<file path="config.mk">
export PLATFORM = sky130hd
export DESIGN_NAME = oaht_hash
export DESIGN_NICKNAME = d
export VERILOG_FILES = /design/src/rtl/oaht_pkg.sv /design/src/rtl/oaht_hash.sv
export SDC_FILE = /design/constraint.sdc
export NUM_CORES = 2
export LEC_CHECK = 0
export CAP_MARGIN = 40
export CORE_MARGIN = 8
export CORE_UTILIZATION = 60
export CTS_CLUSTER_DIAMETER = 200
export DETAILED_ROUTE_END_ITERATION = 10
export DONT_BUFFER_PORTS = 1
export PLACE_DENSITY_LB_ADDON = 0.15
export SLEW_MARGIN = 0
export SYNTH_ARGS = -nofsm -noshare
export SYNTH_HDL_FRONTEND = slang
export SYNTH_SLANG_ARGS = --single-unit
</file>
<file path="constraint.sdc">
create_clock -name i_clk -period 17.1 [get_ports i_clk]
set_clock_uncertainty 0.2 [all_clocks]
set_input_delay 2.565 -clock i_clk [delete_from_list [all_inputs] [get_ports i_clk]]
set_output_delay 2.565 -clock i_clk [all_outputs]
set_load 0.01 [all_outputs]
</file>
<file path="src/rtl/oaht_pkg.sv">
// ----------------------------------------------------------------------------
// oaht_pkg
// Shared types and constants for the hash table.
// ----------------------------------------------------------------------------
package oaht_pkg;

    localparam int TABLE_DEPTH = 8192;
    localparam int KEY_BYTES   = 5;
    localparam int IDX_W       = $clog2(TABLE_DEPTH);
    localparam int CAP_W       = 14;
    localparam int KEY_W       = 8 * KEY_BYTES;
    localparam int LEN_W       = 3;
    localparam int HANDLE_W    = 32;
    localparam int ENTRY_W     = 1 + KEY_W + LEN_W + HANDLE_W;

    localparam logic [31:0] HASH_SEED = 32'h1234_5678;
    localparam logic [31:0] HASH_MULT = 32'h5bd1_e995;

    localparam logic [1:0] ST_INSERTED  = 2'd0;
    localparam logic [1:0] ST_FOUND     = 2'd1;
    localparam logic [1:0] ST_NOT_FOUND = 2'd2;
    localparam logic [1:0] ST_FULL      = 2'd3;

    localparam logic REQ_INSERT = 1'b0;
    localparam logic REQ_LOOKUP = 1'b1;

    localparam logic [1:0] REG_CAPACITY = 2'd0;
    localparam logic [1:0] REG_MODE     = 2'd1;

    typedef struct packed {
        logic                req_type;
        logic [KEY_W-1:0]    key_chars;
        logic [LEN_W-1:0]    key_length;
        logic [HANDLE_W-1:0] record_handle;
    } t_req;

    typedef struct packed {
        logic [1:0]          status;
        logic [HANDLE_W-1:0] found_handle;
        logic [IDX_W-1:0]    slot_index;
    } t_rsp;

    typedef struct packed {
        logic                valid;
        logic [KEY_W-1:0]    key;
        logic [LEN_W-1:0]    len;
        logic [HANDLE_W-1:0] handle;
    } t_entry;

endpackage

</file>
<file path="src/rtl/oaht_hash.sv">
// ----------------------------------------------------------------------------
// oaht_hash
// Multi-cycle key hasher: trims the key, then feeds it byte by byte through the
// multiply-xorshift home hash and the polynomial step hash. The home slot
// comes from a serial restoring remainder by the capacity. The step is
// reduced by 97 through folding and a reciprocal multiply, then by the
// capacity through a short serial remainder.
// ----------------------------------------------------------------------------
module oaht_hash
    import oaht_pkg::*;
(
    input  logic              i_clk,
    input  logic              i_rst_n,
    input  logic              i_start,
    input  logic [KEY_W-1:0]  i_key,
    input  logic [LEN_W-1:0]  i_len,
    input  logic [CAP_W-1:0]  i_cap,
    output logic              o_done,
    output logic [KEY_W-1:0]  o_key,
    output logic [LEN_W-1:0]  o_len,
    output logic [IDX_W-1:0]  o_home,
    output logic [6:0]        o_step
);

    localparam logic [2:0] S_IDLE = 3'd0;
    localparam logic [2:0] S_MUL  = 3'd1;
    localparam logic [2:0] S_XOR  = 3'd2;
    localparam logic [2:0] S_MOD  = 3'd3;
    localparam logic [2:0] S_DONE = 3'd4;

    logic [2:0]       r_state, n_state;
    logic [KEY_W-1:0] r_key;
    logic [LEN_W-1:0] r_len;
    logic [LEN_W-1:0] r_pos;
    logic [31:0]      r_h, r_p;
    logic [5:0]       r_bit;
    logic [14:0]      r_rem_h;
    logic [6:0]       r_rem_p;
    logic [21:0]      r_fold;
    logic [9:0]       r_quo;
    logic [6:0]       r_sv;
    logic [6:0]       r_rem_s;

    logic [KEY_W-1:0] w_key;
    logic [LEN_W-1:0] w_len;
    logic [7:0]       w_byte;
    logic [31:0]      w_mul;
    logic [31:0]      w_p;
    logic [14:0]      w_sh_h;
    logic [34:0]      w_prod;
    logic [16:0]      w_rem;
    logic [7:0]       w_sh_s;
    logic [7:0]       w_dif;
    logic [6:0]       w_red_s;
    logic             w_stop;

    always_comb begin
        logic [LEN_W-1:0] lim;
        w_key = '0;
        w_len = '0;
        w_stop = 1'b0;
        lim = (i_len > LEN_W'(KEY_BYTES)) ? LEN_W'(KEY_BYTES) : i_len;
        for (int i = 0; i < KEY_BYTES; i++) begin
            if (!w_stop && LEN_W'(i) < lim && i_key[KEY_W-1-8*i -: 8] != 8'd0) begin
                w_key[KEY_W-1-8*i -: 8] = i_key[KEY_W-1-8*i -: 8];
                w_len = LEN_W'(i + 1);
            end else begin
                w_stop = 1'b1;
            end
        end
    end

    assign w_byte  = r_key[KEY_W-1 -: 8];
    assign w_mul   = (r_h ^ {24'd0, w_byte}) * HASH_MULT;
    assign w_p     = (r_p << 5) - r_p + {24'd0, w_byte};
    assign w_sh_h  = {r_rem_h[13:0], r_h[r_bit[4:0]]};
    assign w_prod  = {18'd0, r_fold[16:0]} * 35'd172961;
    assign w_rem   = r_fold[16:0] - {7'd0, r_quo} * 17'd97;
    assign w_sh_s  = {r_rem_s, r_sv[6]};
    assign w_dif   = w_sh_s - i_cap[7:0];
    assign w_red_s = (CAP_W'(w_sh_s) >= i_cap) ? w_dif[6:0] : w_sh_s[6:0];

    always_comb begin
        n_state = r_state;
        case (r_state)
            S_IDLE: if (i_start) n_state = S_MUL;
            S_MUL:  n_state = (r_pos == r_len) ? S_MOD : S_XOR;
            S_XOR:  n_state = S_MUL;
            S_MOD:  if (r_bit == 6'd0) n_state = S_DONE;
            S_DONE: n_state = S_IDLE;
            default: n_state = S_IDLE;
        endcase
    end

    always_ff @(posedge i_clk) begin
        if (!i_rst_n) begin
            r_state <= S_IDLE;
        end else begin
            r_state <= n_state;
        end
        case (r_state)
            S_IDLE: begin
                r_key   <= w_key;
                o_key   <= w_key;
                r_len   <= w_len;
                r_pos   <= '0;
                r_h     <= HASH_SEED;
                r_p     <= HASH_SEED;
                r_bit   <= 6'd31;
                r_rem_h <= '0;
                r_rem_p <= '0;
            end
            S_MUL: begin
                if (r_pos != r_len) begin
                    r_h   <= w_mul;
                    r_p   <= w_p;
                    r_key <= r_key << 8;
                    r_pos <= r_pos + LEN_W'(1);
                end
            end
            S_XOR: begin
                r_h <= r_h ^ (r_h >> 15);
            end
            S_MOD: begin
                r_rem_h <= (w_sh_h >= {1'b0, i_cap}) ? w_sh_h - {1'b0, i_cap} : w_sh_h;
                r_bit   <= r_bit - 6'd1;
                case (r_bit)
                    6'd31: r_fold <= {6'd0, r_p[31:16]} * 22'd61 + {6'd0, r_p[15:0]};
                    6'd30: r_fold <= {5'd0, {11'd0, r_fold[21:16]} * 17'd61 +
                                     {1'b0, r_fold[15:0]}};
                    6'd29: r_quo  <= w_prod[33:24];
                    6'd28: r_rem_p <= w_rem[6:0];
                    6'd27: begin
                        r_sv    <= r_rem_p + 7'd1;
                        r_rem_s <= '0;
                    end
                    default: begin
                        if (r_bit <= 6'd26 && r_bit >= 6'd20) begin
                            r_rem_s <= w_red_s;
                            r_sv    <= r_sv << 1;
                        end
                    end
                endcase
            end
            default: ;
        endcase
    end

    assign o_done = (r_state == S_DONE);
    assign o_len  = r_len;
    assign o_home = IDX_W'(r_rem_h);
    assign o_step = r_rem_s;

endmodule

</file>
==> flow_metrics.py <==
metrics = {
    "floorplanning": {
        "start_util_pct": 60.42,
        "die_x_um": 237.3,
        "die_area_um2": 56320,
        "core_um2": 48650,
        "std_cell_rows": 81,
        "ioPinCount": 124,
        "die_y_um": 237.3,
    },
    "clock_network": {
        "cts.sink_count": 223,
        "insertion_delay_ps": 580,
        "ctsHoldBuffers": 0,
        "cts_resized": 0,
        "cts_max_path_buffers": 3,
        "root_buffer": "clkbuf_16",
        "cts_made_buffers": 27,
        "cts_tree": "yes",
        "path_clk_slew_ps": 60,
        "postCtsSetupBuffers": 0,
        "htree_num_levels": 1,
    },
    "synthesis": {
        "seq_area_frac_synth_pct": 22.68,
        "synthCells": 2875,
        "yosys.area.top_type": "edfxtp_1",
        "syn-num-nets": 3774,
        "synth_edf_count": 220,
        "ys_types": 78,
        "synth.most_common_cell": "inv_1",
        "synth_top_area_share_pct": 22.48,
        "synth_commonest_cells": "inv_1, ha_1, fa_1, edfxtp_1, xnor2_1",
        "synth_area_leaders": "edfxtp_1, fa_1, ha_1, inv_1, xnor2_1",
        "syn-cell-area_um2": 29390,
        "synth_async_sr_flop_share_pct": 0,
        "ys_warn_count": 0,
        "synth_area_per_cell_um2": 10.22,
        "synth_seq_cells": 223,
        "synthFlopType": "edfxtp_1",
    },
    "final_layout": {
        "final_nets": 3769,
        "area_growth_pct": 5.398,
        "drive_above_1_share_pct": 4.051,
    },
    "setup_path": {
        "slowest_delay_ps": 620,
        "critPathTopFamily": "adder cells",
        "crit_arrival_ps": 7940,
        "crit_path_frequent_cell": "fa_1",
        "cp.required_ps": 17210,
        "cp_slowest_cell": "xnor2_1",
        "critical_path_class": "flip-flop to flip-flop",
        "cp-start-kind": "flip-flop",
        "crit_path_end_kind": "flip-flop",
        "worst-path-buf-inv": 5,
        "path_max_fanout": 8,
    },
    "timing": {
        "slew_violations": 0,
        "max_freq_mhz": 127.9,
        "rsz0062_at_grt": "no",
        "max-slew-margin-rel_pct": 40.36,
        "tightest_slew_ps": 894.6,
        "min_period_over_period_pct": 45.74,
        "fin_crit_ps": 7821,
        "setup_viol_count_final": 0,
        "setup_tns_ps": 0,
        "hold_violations": 0,
    },
    "routing": {
        "drtPass1Iterations": 7,
        "wl_per_cell_um": 19.76,
        "drt_iter0_markers": 1199,
        "num_vias": 19770,
        "ant_nets": 0,
        "drc": 0,
        "viasPerCell": 5.632,
        "drt_wl_total_um": 69390,
    },
    "global_routing": {
        "antenna_found_initial": 3,
        "grt_usage_pct": 24.95,
        "grt_max_degree": 65,
        "grt_pass1_vias": 21180,
        "gr-total-overflow": 0,
        "grt_pass1_wl_um": 112200,
    },
    "placement": {
        "gp_routability_congestion": 0.9236,
        "port_buffers": 0,
        "place_hpwl_um": 57430,
    },
    "outcome": {
        "status": "finished clean",
    },
    "flow_run": {
        "max_cap_violations": 0,
    },
    "worst_hold_path": {
        "hold_class": "flip-flop to flip-flop",
    },
}
registers in the layout (all words and copies together) (netlist names), 6 cells and up:
signal / count
r_rem_h: 14
r_bit: 6
r_h: 32
r_quo: 7
r_rem_p: 7
r_key: 40
o_step: 7
r_sv: 7
r_p: 32
o_key: 40
r_fold: 22
placed cells by master (no fill, tap or decap), types with 8 or more instances in the layout:
master     count
nand2b_1      20
xnor2_1      140
or3_1          8
o22ai_1        8
nand4_1        9
ha_1         512
clkbuf_16     27
o21ai_0       88
o21ai_1       13
a31oi_1       11
o211ai_1      11
a211oi_1      12
and3_1        30
nor4_1        12
or2_2          8
a21o_1        29
mux2i_1       17
xor2_1        69
fa_1         327
nor2b_1       15
and2_1        49
inv_1        638
mux2_2        26
edfxtp_1     220
buf_4         13
nand2_1      137
o21a_1        19
nor2_1       134
a21oi_1      107
nand3_1       29
nor3_1        18
worst reg2reg max path: cells and delay by family, from the launching register on:
| family | cells | cell delay (ps) |
|---|---|---|
| AO/OA/AOI/OAI | 3 | 760 |
| XOR/XNOR | 4 | 1330 |
| adder cells (fa/ha/maj) | 8 | 3510 |
| buffers and inverters | 5 | 670 |
| flip-flops | 1 | 440 |
| AND/OR/NAND/NOR | 5 | 650 |
final cells by class:
cell class                      count  area [µm²]
Antenna cell                        1       2.502
Clock buffer                       28       679.4
Clock inverter                     19       148.9
Fill cell                        3968       17670
Inverter                          640        2402
Multi-Input combinational cell   1958       20080
Sequential cell                   223        6666
Tap cell                          622       778.2
Timing Repair Buffer               20       216.5
cell families (layout without fill, tap and decap cells):
logic type                 after synthesis  after routing  synth area share [%]
other                                    0              1                     0
buffers and inverters                  694            707                 9.055
and+or+nand+nor                        498            498                 8.204
DFF                                    223            223                 22.68
adders and majority gates              840            840                 44.10
AOI/OAI and AO/OA                      362            362                 7.731
muxes                                   49             49                 1.997
xor gates and xnor gates               209            209                 6.228
stage by stage:
step / area, µm² / std cells / worst slack [ps] / util (%) / hold WS [ps]
4_1_cts: 30970 / 3510 / 9315 / 63.67 / 324.6
3_5_place_dp: 30150 / 3463 / 9303 / 61.97 / 307.4
3_3_place_gp: 30020 / 3455 / 9529 / 61.71 / 301.4
2_1_floorplan: 29390 / 2875 / 9867 / - / 283.6
6_report: 30980 / 3511 / 9279 / 63.68 / 320.9
5_1_grt: 30970 / 3510 / 8867 / 63.67 / 352.0
path summary, 6_finish.rpt:
path / from / endpoint / slack, ps / cells after the start
setup reg to reg: r_h[4]$_DFFE_PP_ / r_h[29]$_DFFE_PP_ / 9280 / 25
hold reg to reg: r_sv[0]$_SDFFCE_PP0P_ / r_sv[1]$_DFFE_PP_ / 320 / 2
hold / removal: r_sv[0]$_SDFFCE_PP0P_ / r_sv[1]$_DFFE_PP_ / 320 / 2
setup / recovery: r_h[4]$_DFFE_PP_ / r_h[29]$_DFFE_PP_ / 9280 / 25
per-layer routing:
metal	track usage, %	up-vias	part of all wire, %
met1	33.06	9723	44
met2	42.03	524	47
li1	-	9428	-
met5	0	-	0.039
met3	5.373	95	7.4
met4	5.224	4	2.1
Power is not shown: default switching activity piles up to over one toggle a cycle in this logic, so the estimate is an artifact.
